[config.mk]
export PLATFORM = sky130hd
export DESIGN_NAME = rgb_to_hsv_pixel_unit
export DESIGN_NICKNAME = d
export VERILOG_FILES = /design/src/design/rgbhsv_pkg.sv /design/src/design/rgbhsv_front.sv /design/src/design/rgbhsv_div.sv /design/src/design/rgb_to_hsv_pixel_unit.sv
export SDC_FILE = /design/constraint.sdc
export NUM_CORES = 2
export LEC_CHECK = 0
export ABC_AREA = 1
export CORE_ASPECT_RATIO = 0.6
export CORE_MARGIN = 2
export CORE_UTILIZATION = 65
export CTS_CLUSTER_SIZE = 25
export DETAILED_ROUTE_END_ITERATION = 10
export DONT_BUFFER_PORTS = 1
export GPL_TIMING_DRIVEN = 0
export PLACE_DENSITY_LB_ADDON = 0.15
export RECOVER_POWER = 50
export SYNTH_ARGS = -nofsm -noshare
export SYNTH_HDL_FRONTEND = slang
export SYNTH_SLANG_ARGS = --single-unit
[constraint.sdc]
create_clock -name aclk -period 8.3 [get_ports aclk]
set_clock_uncertainty 0.2 [all_clocks]
set_input_delay 1.66 -clock aclk [delete_from_list [all_inputs] [get_ports aclk]]
set_output_delay 1.66 -clock aclk [all_outputs]
set_load 0.05 [all_outputs]
[src/design/rgbhsv_pkg.sv]
// Shared types and constants of the RGB to HSV pixel converter.
`timescale 1ns / 1ps
`default_nettype none

package rgbhsv_pkg;

    // Channel and quotient widths
    localparam int PIX_W   = 8;
    localparam int QUOT_W  = 8;
    localparam int DIFF_W  = 9;
    localparam int DRAW_W  = 19;
    localparam int DEG_W   = 17;
    localparam int HNUM_W  = 24;
    localparam int HDEN_W  = 16;
    localparam int SNUM_W  = 16;

    // Hue offsets and scale factors (hue out = deg * 177 / 250)
    localparam logic [7:0] DEG_60        = 8'd60;
    localparam logic [7:0] DEG_120       = 8'd120;
    localparam logic [7:0] DEG_240       = 8'd240;
    localparam logic [8:0] DEG_360       = 9'd360;
    localparam logic [7:0] HUE_SCALE_NUM = 8'd177;
    localparam logic [7:0] HUE_SCALE_DEN = 8'd250;
    localparam logic [7:0] SAT_FULL      = 8'd255;

    // Which channel holds the maximum
    typedef enum logic [1:0] {
        SEL_RED,
        SEL_GREEN,
        SEL_BLUE
    } max_sel_t;

    // Work item handed from the front end to the divider
    typedef struct packed {
        logic [HNUM_W-1:0] hue_rem;
        logic [HDEN_W-1:0] hue_den;
        logic [SNUM_W-1:0] sat_rem;
        logic [PIX_W-1:0]  sat_den;
        logic [PIX_W-1:0]  brightness;
    } div_work_t;

endpackage

`default_nettype wire

[src/design/rgbhsv_front.sv]
// Front end: max/min/delta, hue numerator in degrees times delta, division operands.
`timescale 1ns / 1ps
`default_nettype none

module rgbhsv_front (
    input  wire logic                    aclk,
    input  wire logic                    aresetn,
    input  wire logic                    in_valid,
    output logic                         in_ready,
    input  wire logic [7:0]              in_blue,
    input  wire logic [7:0]              in_green,
    input  wire logic [7:0]              in_red,
    output logic                         out_valid,
    input  wire logic                    out_ready,
    output rgbhsv_pkg::div_work_t        out_work
);

    // Stage A: channel max, delta, selector, signed channel difference
    logic                                  a_valid_reg;
    logic [rgbhsv_pkg::PIX_W-1:0]          a_max_reg;
    logic [rgbhsv_pkg::PIX_W-1:0]          a_delta_reg;
    rgbhsv_pkg::max_sel_t                  a_sel_reg;
    logic signed [rgbhsv_pkg::DIFF_W-1:0]  a_diff_reg;

    // Stage B: non-negative degrees times delta
    logic                                  b_valid_reg;
    logic [rgbhsv_pkg::PIX_W-1:0]          b_max_reg;
    logic [rgbhsv_pkg::PIX_W-1:0]          b_delta_reg;
    logic [rgbhsv_pkg::DEG_W-1:0]          b_deg_reg;

    // Stage C: divider operands
    logic                                  c_valid_reg;
    rgbhsv_pkg::div_work_t                 c_work_reg;

    logic ready_a;
    logic ready_b;
    logic ready_c;

    // Per-stage ready: a stage takes new data when empty or when it drains
    assign ready_c  = !c_valid_reg || out_ready;
    assign ready_b  = !b_valid_reg || ready_c;
    assign ready_a  = !a_valid_reg || ready_b;
    assign in_ready = ready_a;

    // Stage A logic; ties go to red, then green
    logic [rgbhsv_pkg::PIX_W-1:0]          a_max_next;
    logic [rgbhsv_pkg::PIX_W-1:0]          a_min;
    logic [rgbhsv_pkg::PIX_W-1:0]          a_delta_next;
    rgbhsv_pkg::max_sel_t                  a_sel_next;
    logic signed [rgbhsv_pkg::DIFF_W-1:0]  a_diff_next;

    always_comb begin
        a_max_next = in_red;
        if (in_green > a_max_next) a_max_next = in_green;
        if (in_blue > a_max_next) a_max_next = in_blue;
        a_min = in_red;
        if (in_green < a_min) a_min = in_green;
        if (in_blue < a_min) a_min = in_blue;
        a_delta_next = a_max_next - a_min;
        if (a_max_next == in_red) begin
            a_sel_next  = rgbhsv_pkg::SEL_RED;
            a_diff_next = $signed({1'b0, in_green}) - $signed({1'b0, in_blue});
        end else if (a_max_next == in_green) begin
            a_sel_next  = rgbhsv_pkg::SEL_GREEN;
            a_diff_next = $signed({1'b0, in_blue}) - $signed({1'b0, in_red});
        end else begin
            a_sel_next  = rgbhsv_pkg::SEL_BLUE;
            a_diff_next = $signed({1'b0, in_red}) - $signed({1'b0, in_green});
        end
    end

    always_ff @(posedge aclk) begin
        if (!aresetn) begin
            a_valid_reg <= 1'b0;
        end else if (ready_a) begin
            a_valid_reg <= in_valid;
        end
        if (ready_a && in_valid) begin
            a_max_reg   <= a_max_next;
            a_delta_reg <= a_delta_next;
            a_sel_reg   <= a_sel_next;
            a_diff_reg  <= a_diff_next;
        end
    end

    // Sign extension of the channel difference
    function automatic logic signed [rgbhsv_pkg::DRAW_W-1:0] DRAW_EXT(
        input logic signed [rgbhsv_pkg::DIFF_W-1:0] val
    );
        DRAW_EXT = {{(rgbhsv_pkg::DRAW_W-rgbhsv_pkg::DIFF_W){val[rgbhsv_pkg::DIFF_W-1]}}, val};
    endfunction

    // Stage B logic: deg*delta = 60*diff + offset*delta, wrapped when negative
    logic [15:0]                          b_offset_term;
    logic [rgbhsv_pkg::DEG_W-1:0]         b_full_term;
    logic signed [rgbhsv_pkg::DRAW_W-1:0] b_raw;
    logic signed [rgbhsv_pkg::DRAW_W-1:0] b_wrapped;
    logic [rgbhsv_pkg::DEG_W-1:0]         b_deg_next;

    always_comb begin
        case (a_sel_reg)
            rgbhsv_pkg::SEL_GREEN: b_offset_term = {8'b0, a_delta_reg} *
                                                   {8'b0, rgbhsv_pkg::DEG_120};
            rgbhsv_pkg::SEL_BLUE:  b_offset_term = {8'b0, a_delta_reg} *
                                                   {8'b0, rgbhsv_pkg::DEG_240};
            default:               b_offset_term = 16'd0;
        endcase
        b_full_term = {9'b0, a_delta_reg} * {8'b0, rgbhsv_pkg::DEG_360};
        b_raw = DRAW_EXT(a_diff_reg) * $signed({11'b0, rgbhsv_pkg::DEG_60}) +
                $signed({3'b0, b_offset_term});
        b_wrapped = b_raw + $signed({2'b0, b_full_term});
        if (b_raw[rgbhsv_pkg::DRAW_W-1]) begin
            b_deg_next = b_wrapped[rgbhsv_pkg::DEG_W-1:0];
        end else begin
            b_deg_next = b_raw[rgbhsv_pkg::DEG_W-1:0];
        end
    end

    always_ff @(posedge aclk) begin
        if (!aresetn) begin
            b_valid_reg <= 1'b0;
        end else if (ready_b) begin
            b_valid_reg <= a_valid_reg;
        end
        if (ready_b && a_valid_reg) begin
            b_max_reg   <= a_max_reg;
            b_delta_reg <= a_delta_reg;
            b_deg_reg   <= b_deg_next;
        end
    end

    // Stage C logic: numerators and divisors; a zero divisor becomes one
    // (its numerator is zero then, so the quotient comes out zero)
    rgbhsv_pkg::div_work_t c_work_next;

    always_comb begin
        c_work_next.hue_rem = {7'b0, b_deg_reg} * {16'b0, rgbhsv_pkg::HUE_SCALE_NUM};
        if (b_delta_reg == 8'd0) begin
            c_work_next.hue_den = 16'd1;
        end else begin
            c_work_next.hue_den = {8'b0, b_delta_reg} * {8'b0, rgbhsv_pkg::HUE_SCALE_DEN};
        end
        c_work_next.sat_rem = {8'b0, b_delta_reg} * {8'b0, rgbhsv_pkg::SAT_FULL};
        if (b_max_reg == 8'd0) begin
            c_work_next.sat_den = 8'd1;
        end else begin
            c_work_next.sat_den = b_max_reg;
        end
        c_work_next.brightness = b_max_reg;
    end

    always_ff @(posedge aclk) begin
        if (!aresetn) begin
            c_valid_reg <= 1'b0;
        end else if (ready_c) begin
            c_valid_reg <= b_valid_reg;
        end
        if (ready_c && b_valid_reg) begin
            c_work_reg <= c_work_next;
        end
    end

    assign out_valid = c_valid_reg;
    assign out_work  = c_work_reg;

endmodule

`default_nettype wire

[src/design/rgbhsv_div.sv]
// Pipelined restoring divider: one hue and one saturation quotient bit per stage.
`timescale 1ns / 1ps
`default_nettype none

module rgbhsv_div (
    input  wire logic                              aclk,
    input  wire logic                              aresetn,
    input  wire logic                              in_valid,
    output logic                                   in_ready,
    input  wire rgbhsv_pkg::div_work_t             in_work,
    output logic                                   out_valid,
    input  wire logic                              out_ready,
    output logic [rgbhsv_pkg::QUOT_W-1:0]          out_hue,
    output logic [rgbhsv_pkg::QUOT_W-1:0]          out_saturation,
    output logic [rgbhsv_pkg::PIX_W-1:0]           out_brightness
);

    localparam int NSTG = rgbhsv_pkg::QUOT_W;

    logic                                  valid_reg [NSTG];
    rgbhsv_pkg::div_work_t                 work_reg  [NSTG];
    logic [rgbhsv_pkg::QUOT_W-1:0]         hq_reg    [NSTG];
    logic [rgbhsv_pkg::QUOT_W-1:0]         sq_reg    [NSTG];
    logic                                  stage_ready [NSTG];

    genvar k;
    generate
        for (k = 0; k < NSTG; k++) begin : g_stage
            localparam int SH = NSTG - 1 - k;

            logic                              src_valid;
            rgbhsv_pkg::div_work_t             src_work;
            logic [rgbhsv_pkg::QUOT_W-1:0]     src_hq;
            logic [rgbhsv_pkg::QUOT_W-1:0]     src_sq;
            logic                              dst_ready;
            logic [rgbhsv_pkg::HNUM_W-1:0]     hue_sub;
            logic [rgbhsv_pkg::SNUM_W-1:0]     sat_sub;
            rgbhsv_pkg::div_work_t             work_next;
            logic [rgbhsv_pkg::QUOT_W-1:0]     hq_next;
            logic [rgbhsv_pkg::QUOT_W-1:0]     sq_next;

            // Source of this stage: the front end or the previous stage
            if (k == 0) begin : g_first
                assign src_valid = in_valid;
                assign src_work  = in_work;
                assign src_hq    = '0;
                assign src_sq    = '0;
            end else begin : g_rest
                assign src_valid = valid_reg[k-1];
                assign src_work  = work_reg[k-1];
                assign src_hq    = hq_reg[k-1];
                assign src_sq    = sq_reg[k-1];
            end

            if (k == NSTG - 1) begin : g_last
                assign dst_ready = out_ready;
            end else begin : g_mid
                assign dst_ready = stage_ready[k+1];
            end

            assign stage_ready[k] = !valid_reg[k] || dst_ready;

            // Trial subtraction of the shifted divisors
            always_comb begin
                hue_sub   = {8'b0, src_work.hue_den} << SH;
                sat_sub   = {8'b0, src_work.sat_den} << SH;
                work_next = src_work;
                hq_next   = src_hq;
                sq_next   = src_sq;
                if (src_work.hue_rem >= hue_sub) begin
                    work_next.hue_rem = src_work.hue_rem - hue_sub;
                    hq_next[SH]       = 1'b1;
                end
                if (src_work.sat_rem >= sat_sub) begin
                    work_next.sat_rem = src_work.sat_rem - sat_sub;
                    sq_next[SH]       = 1'b1;
                end
            end

            always_ff @(posedge aclk) begin
                if (!aresetn) begin
                    valid_reg[k] <= 1'b0;
                end else if (stage_ready[k]) begin
                    valid_reg[k] <= src_valid;
                end
                if (stage_ready[k] && src_valid) begin
                    work_reg[k] <= work_next;
                    hq_reg[k]   <= hq_next;
                    sq_reg[k]   <= sq_next;
                end
            end
        end
    endgenerate

    assign in_ready       = stage_ready[0];
    assign out_valid      = valid_reg[NSTG-1];
    assign out_hue        = hq_reg[NSTG-1];
    assign out_saturation = sq_reg[NSTG-1];
    assign out_brightness = work_reg[NSTG-1].brightness;

endmodule

`default_nettype wire

[src/design/rgb_to_hsv_pixel_unit.sv]
// Top level of the RGB to HSV pixel converter.
//
//  channel | direction | ports                                  | handshake
//  --------+-----------+----------------------------------------+----------------
//  input   | in        | s_blue, s_green, s_red                 | s_valid/s_ready
//  result  | out       | m_hue, m_saturation, m_brightness      | m_valid/m_ready
//
// One pixel per cycle sustained while m_ready stays high; 3 front-end stages,
// then 8 divider stages, one quotient bit each.
// Every stage has its own valid bit and takes data when empty or draining, so
// bubbles collapse and a stalled result holds its stage while earlier stages fill.
// Synchronous active-low reset clears all valid bits; s_ready is low in reset.
`timescale 1ns / 1ps
`default_nettype none

module rgb_to_hsv_pixel_unit (
    input  wire logic       aclk,
    input  wire logic       aresetn,
    input  wire logic       s_valid,
    output logic            s_ready,
    input  wire logic [7:0] s_blue,
    input  wire logic [7:0] s_green,
    input  wire logic [7:0] s_red,
    output logic            m_valid,
    input  wire logic       m_ready,
    output logic [7:0]      m_hue,
    output logic [7:0]      m_saturation,
    output logic [7:0]      m_brightness
);

    logic                  front_ready;
    logic                  work_valid;
    logic                  work_ready;
    rgbhsv_pkg::div_work_t work;

    // No request is taken while reset is held
    assign s_ready = front_ready && aresetn;

    rgbhsv_front u_front (
        .aclk      (aclk),
        .aresetn   (aresetn),
        .in_valid  (s_valid),
        .in_ready  (front_ready),
        .in_blue   (s_blue),
        .in_green  (s_green),
        .in_red    (s_red),
        .out_valid (work_valid),
        .out_ready (work_ready),
        .out_work  (work)
    );

    rgbhsv_div u_div (
        .aclk           (aclk),
        .aresetn        (aresetn),
        .in_valid       (work_valid),
        .in_ready       (work_ready),
        .in_work        (work),
        .out_valid      (m_valid),
        .out_ready      (m_ready),
        .out_hue        (m_hue),
        .out_saturation (m_saturation),
        .out_brightness (m_brightness)
    );

endmodule

`default_nettype wire

== After elaboration in Yosys (flattened, before gate mapping) ==
Memory sizes are Yosys's and may differ from the RTL's.
Cells that the tools add are included.
W data, S select, Z words.
Storage, ports and cells
  logic and storage cells: 208
  memories: 4
  input port bits: 28
  bits in writable memories: 712
  flip-flop bits (word level): 135
  output and inout port bits: 26
Operators by class
  multipliers: 7
  magnitude comparators: 20
  equality and inequality tests: 4
  add/subtract/negate cells: 22
  multiplexer cells: 91
  bitwise logic cells: 8
  reduce and logical (&&, ||, !) cells: 36
Memories
  u_div.work_reg: words 8, width 72, rd ports 8, clocked after Yosys merged registers in 0, write ports 8, line rgbhsv_div.sv:21  | rgbhsv_pkg::div_work_t work_reg [NSTG];
  u_div.hq_reg: words 8, width 8, rd ports 8, clocked after Yosys merged registers in 0, write ports 8, line rgbhsv_div.sv:22  | logic [rgbhsv_pkg::QUOT_W-1:0] hq_reg [NSTG];
  u_div.sq_reg: words 8, width 8, rd ports 8, clocked after Yosys merged registers in 0, write ports 8, line rgbhsv_div.sv:23  | logic [rgbhsv_pkg::QUOT_W-1:0] sq_reg [NSTG];
  u_div.valid_reg: words 8, width 1, rd ports 8, clocked after Yosys merged registers in 0, write ports 8, line rgbhsv_div.sv:20  | logic valid_reg [NSTG];
Operator list (number)
  $mux W24: 8
  $mux W16: 8
  $mux W1: 66
  $mux W8: 4
  $pmux W16 S2: 1
  $sub A8 B8 Y9: 3
  $ge A24 B16 Y1: 1
  $ge A24 B17 Y1: 1
  $ge A24 B18 Y1: 1
  $ge A24 B19 Y1: 1
  $ge A24 B20 Y1: 1
  $ge A24 B21 Y1: 1
  $ge A24 B22 Y1: 1
  $ge A24 B23 Y1: 1
  $mul A17 B8 Y24 const B: 1
  $mul A8 B4 Y12 const B: 2
  $sub A24 B16 Y24: 1
  $sub A24 B17 Y24: 1
  $sub A24 B18 Y24: 1
  $sub A24 B19 Y24: 1
  $sub A24 B20 Y24: 1
  $sub A24 B21 Y24: 1
  $sub A24 B22 Y24: 1
  $sub A24 B23 Y24: 1
  36 further kinds: 79

== Longest topological paths before layout ==
An unclocked memory read counts as a cell.
  word-level depth: 14
  depth in mapped cells: 37
  depth with buffers taken out: 35

== Modules after synthesis ==
Synthesis repeated with hierarchy kept, for this count alone.
Second synthesis, totals
  cells, all modules: 5624
  area, all modules: 49452.4 um^2
Modules (own cells, without submodules)
  rgbhsv_div: cells each 3926, area an instance 34496.8 um^2, times used 1, seq. area each 17767.0 um^2
  rgbhsv_front: cells each 1696, area an instance 14948.1 um^2, times used 1, seq. area each 3903.7 um^2
  rgb_to_hsv_pixel_unit: cells each 2, area an instance 7.5 um^2, times used 1, seq. area each 0.0 um^2

== Worst setup path before layout ==
Ideal clock, no wire load.
  path type: input port to flip-flop
  start: input m_ready
  end: register u_front.c_work_reg (netlist bit u_front.out_work[0]), enable pin
  required time: 7.579 ns
  setup time: 0.521 ns
  cell stages on the path: 10
  setup slack: 1.960 ns
  path buffers: 0
  arrival time: 5.619 ns
  path through: nor2_1 nand2_1 nor2_1 inv_1 nor2_1 inv_1 nor2_1 nand3_1 nor2_1 a21oi_1
Between the ends
  cells in the longest elaborated chain, start to end: 10
Ends and longest elaborated chain
  start, declared: line rgb_to_hsv_pixel_unit.sv:25  | input wire logic m_ready,
  $logic_or A1 B1 Y1 (8 in a row): line rgbhsv_div.sv:61  | assign stage_ready[k] = !valid_reg[k] || dst_ready;
  $logic_or A1 B1 Y1: line rgbhsv_front.sv:40  | assign ready_c = !c_valid_reg || out_ready;
  $logic_and A1 B1 Y1: line rgbhsv_front.sv:158  | if (ready_c && b_valid_reg) begin
  end signal, assigned: line rgbhsv_front.sv:159  | c_work_reg <= c_work_next;
  end, declared: line rgbhsv_front.sv:33  | rgbhsv_pkg::div_work_t c_work_reg;
Every way passes these cells.
A chain may end at the register's enable or synchronous reset.

== Final worst setup path ==
  start: input s_green[4]
  end: register u_front.a_delta_reg[7] in the netlist's numbering, data pin
Between the ends
  cells in the longest elaborated chain, start to end: 5
  elaborated cells between the ends (all ways): 9
  classes of those cells: add/sub: 1; order compare: 4; mux: 4
Ends and longest elaborated chain
  start, declared: line rgb_to_hsv_pixel_unit.sv:22  | input wire logic [7:0] s_green,
  $gt A8 B8 Y1 / $lt A8 B8 Y1 (equally long branches): line rgbhsv_front.sv:54, rgbhsv_front.sv:57
  $mux W8 (on tied branches): line rgbhsv_front.sv:54, rgbhsv_front.sv:57
  $gt A8 B8 Y1 / $lt A8 B8 Y1 (equally long branches): line rgbhsv_front.sv:55, rgbhsv_front.sv:58
  $mux W8 (on tied branches): line rgbhsv_front.sv:55, rgbhsv_front.sv:58
  $sub A8 B8 Y8 (*): line rgbhsv_front.sv:59  | a_delta_next = a_max_next - a_min;
  via u_front.a_delta_next, one bit: line rgbhsv_front.sv:48  | logic [rgbhsv_pkg::PIX_W-1:0] a_delta_next;
  end signal, assigned: line rgbhsv_front.sv:80  | a_delta_reg <= a_delta_next;
  end, declared: line rgbhsv_front.sv:21  | logic [rgbhsv_pkg::PIX_W-1:0] a_delta_reg;
The timed path passes the listed nets; every way through them passes the cells marked *.

==> flow_metrics.env <==
export IMPL_max_cap_violations=5
export IMPL_violations="max-capacitance violations, max-slew violations"
export IMPL_outcome="finished with violations"
export IMPL_gr_total_overflow=0
export IMPL_hp_start="u_front.a_max_reg[1]"
export IMPL_io_buffers=0
export IMPL_synth_distinct_cells=59
export IMPL_drt_initial_drc_count=2619
export IMPL_synth_ff_type="edfxtp_1"
export IMPL_vias_per_cell=5.57
export IMPL_row_count=74
export IMPL_track_usage_pct=26.9
export IMPL_max_slew_margin_pct=-167
export IMPL_place_gp_congestion=0.982
export IMPL_max_freq_mhz=145
export IMPL_nets=5091
export IMPL_finalWirelength_um=92400
export IMPL_fin_crit_sh_pct=83.2
export IMPL_clk_pin_slew_ns=0.07
export IMPL_synth_xor_area_share_pct=5.29
export IMPL_first_pass_iters=6
export IMPL_synth_top_area_cell="edfxtp_1"
export IMPL_cts_tree="yes"
export IMPL_synth_fa_ha_area_share_pct=17.8
export IMPL_cts_htree_levels=3
export IMPL_cp_start_kind="input port"
export IMPL_syn2layout_area_growth_pct=8.02
export IMPL_cts_sinks=710
export IMPL_die_w_um=341
export IMPL_ant_nets=0
export IMPL_vias=30500
export IMPL_yosysSeqAreaShare_pct=47.9
export IMPL_async_reset_ff_share_pct=0
export IMPL_worst_slew_pin_slew_ns=4.00
export IMPL_crit_arrival_ns=7.07
export IMPL_timing_rr_start="u_front.a_delta_reg[1]"
export IMPL_clock_latency_ns=0.62
export IMPL_ys_ff_latch=710
export IMPL_antenna_found_initial=0
export IMPL_timing_hold_violations_final=0
export IMPL_synth_area_um2=44400
export IMPL_avgSynthCellArea_um2=10.0
export IMPL_ys_top_cells_by_area="edfxtp_1 (48%), ha_1 (12%), nand2_1 (6.4%)"
export IMPL_hold_buffers=0
export IMPL_grt_pass1_vias=29600
export IMPL_nFillCells=4995
export IMPL_cts_buffers=67
export IMPL_drive_above_1_share_pct=4.13
export IMPL_slowest_delay_ns=0.49
export IMPL_min_period_ns=6.90
export IMPL_rsz0062_at_grt="no"
export IMPL_ctsRootBufferMaster="clkbuf_16"
export IMPL_synth_compound_area_share_pct=9.42
export IMPL_synth_top_family_by_area="adder cells"
export IMPL_ff_latch_area_um2=21300
export IMPL_end_kind="flip-flop"
export IMPL_worstPathMaxFanout=10
export IMPL_finalSetupViolations=0
export IMPL_yosys_warnings=0
export IMPL_coreArea_um2=67800
export IMPL_worstPathRequired_ns=8.47
export IMPL_grt_pass1_wl_um=151000
export IMPL_hp_class="reg2reg"
export IMPL_diodes=0
export IMPL_post_cts_resized=0
export IMPL_path_common_cell="a21oi_1"
export IMPL_setup_tns_ns=0
export IMPL_maxSlewViolCount=248
export IMPL_yosysTopAreaCellShare_pct=47.7
export IMPL_clockBufferDepth=3
export IMPL_path_class="in2reg"
export IMPL_die_area_um2=70500
export IMPL_whs_ns=0.198
export IMPL_post_cts_setup_buffers=0
export IMPL_critPathLaunch="s_green[4]"
export IMPL_fp_dieH_um=206
export IMPL_crit_path_top_delay_cell="o21ai_0"
export IMPL_multi_input_area_um2=20100
export IMPL_start_util_pct=65.5
export IMPL_synth_cells=4424
export IMPL_syn_num_nets=5012
export IMPL_routedWlPerCell_um=16.9
export IMPL_synth_simple_area_share_pct=12.8
export IMPL_grt_max_degree=77
export IMPL_largest_register_ffs=499
export IMPL_synth_enable_flop_cells=706
export IMPL_drc_errors=0
export IMPL_hpwl_um=72000
export IMPL_ios=54
export IMPL_yosys_mux_area_fraction_pct=0
-- per-stage QoR --
stage | area [um^2] | util (%) | setup WS, ns | cells
floorplan | 44400 | - | 1.96 | 4424
global placement | 45500 | 67.2 | 0.281 | 5336
finish | 48000 | 70.8 | 1.40 | 5466
detailed placement | 45800 | 67.6 | 0.979 | 5346
CTS | 48100 | 70.9 | 1.64 | 5466
global route | 48000 | 70.8 | 1.06 | 5466
-- cell families (layout without fill, tap and decap cells) --
kind of cell | Yosys count | in the layout
buffers and inverters | 793 | 923
and+or+nand+nor | 1335 | 1335
xor gates and xnor gates | 268 | 268
AOI/OAI and AO/OA | 758 | 758
adders and majority gates | 560 | 560
DFF | 710 | 710
-- worst max-delay path, delay by kind of cell --
family	cells	cell delay (ns)
and+or+nand+nor	11	1.27
AOI/OAI and AO/OA	9	1.93
buffers and inverters	5	0.70
xor gates and xnor gates	1	0.41
adders and majority gates	3	1.11
-- cells in the mapped netlist (4+ instances only) --
| cell type | n |
|---|---|
| o211ai_1 | 17 |
| nand4_1 | 37 |
| a21boi_0 | 6 |
| o21bai_1 | 15 |
| o21a_1 | 12 |
| a21oi_1 | 326 |
| o21ai_0 | 276 |
| nor4_1 | 22 |
| inv_1 | 742 |
| inv_2 | 4 |
| xor2_1 | 149 |
| or2_2 | 23 |
| xnor2_1 | 119 |
| nor2_1 | 248 |
| ha_1 | 442 |
| nor3_1 | 56 |
| dfxtp_1 | 4 |
| a21o_1 | 19 |
| buf_2 | 12 |
| nand2_2 | 19 |
| o22ai_1 | 10 |
| a211oi_1 | 6 |
| o21ai_2 | 5 |
| fa_1 | 118 |
| a221oi_1 | 4 |
| edfxtp_1 | 706 |
| o31ai_1 | 10 |
| nand3b_1 | 14 |
| nand2_1 | 755 |
| nand3_1 | 141 |
| o2111ai_1 | 4 |
| a31oi_1 | 20 |
| clkbuf_1 | 31 |
| o21ai_1 | 8 |
-- layout by cell type (no fill, tap or decap), drive strengths merged, types with 12 or more instances in the layout --
master  synthesis  layout
a21o           19      19
xor2          149     149
nor4           22      22
edfxtp        706     706
nand3b         14      14
nand3         146     146
o21bai         15      15
fa            118     118
or2            23      23
nor2          252     252
a21oi         327     327
clkbuf         31     113
inv           746     745
buf            14      20
o21a           12      12
nand2         776     776
o21ai         289     289
a31oi          20      20
o211ai         19      19
clkinv          2      31
xnor2         119     119
nor3           56      56
ha            442     442
nand4          37      37
-- layout make-up --
class / count / share of cell area, %
Sequential cell: 710 / 44.4
Buffer: 45 / 0.433
Timing Repair Buffer: 10 / 0.297
Multi-Input combinational cell: 2921 / 41.9
Clock buffer: 78 / 3.58
Tap cell: 912 / 2.38
Clock inverter: 42 / 1.13
Inverter: 748 / 5.87
-- path summary, 6_finish.rpt --
| kind | slack [ns] | to | cells after the start |
|---|---|---|---|
| min reg2reg | 0.20 | u_front.b_max_reg[1] | 0 |
| min | 0.20 | u_front.b_max_reg[1] | 0 |
| max | 1.40 | u_front.a_delta_reg[7] | 29 |
| max reg2reg | 1.83 | u_front.b_deg_reg[16] | 27 |
-- layer usage --
metal / global-route usage, % / vias up / share of wire, %
met1: 40.3 / 14300 / 49
met5: 0 / - / 0
li1: - / 15200 / -
met2: 40.7 / 849 / 42
met4: 6.72 / 0 / 2.4
met3: 5.06 / 153 / 6.5
Power is left out: the tool's default activity adds up to more than one toggle a clock period on the data nets, which glitch-free logic cannot reach.
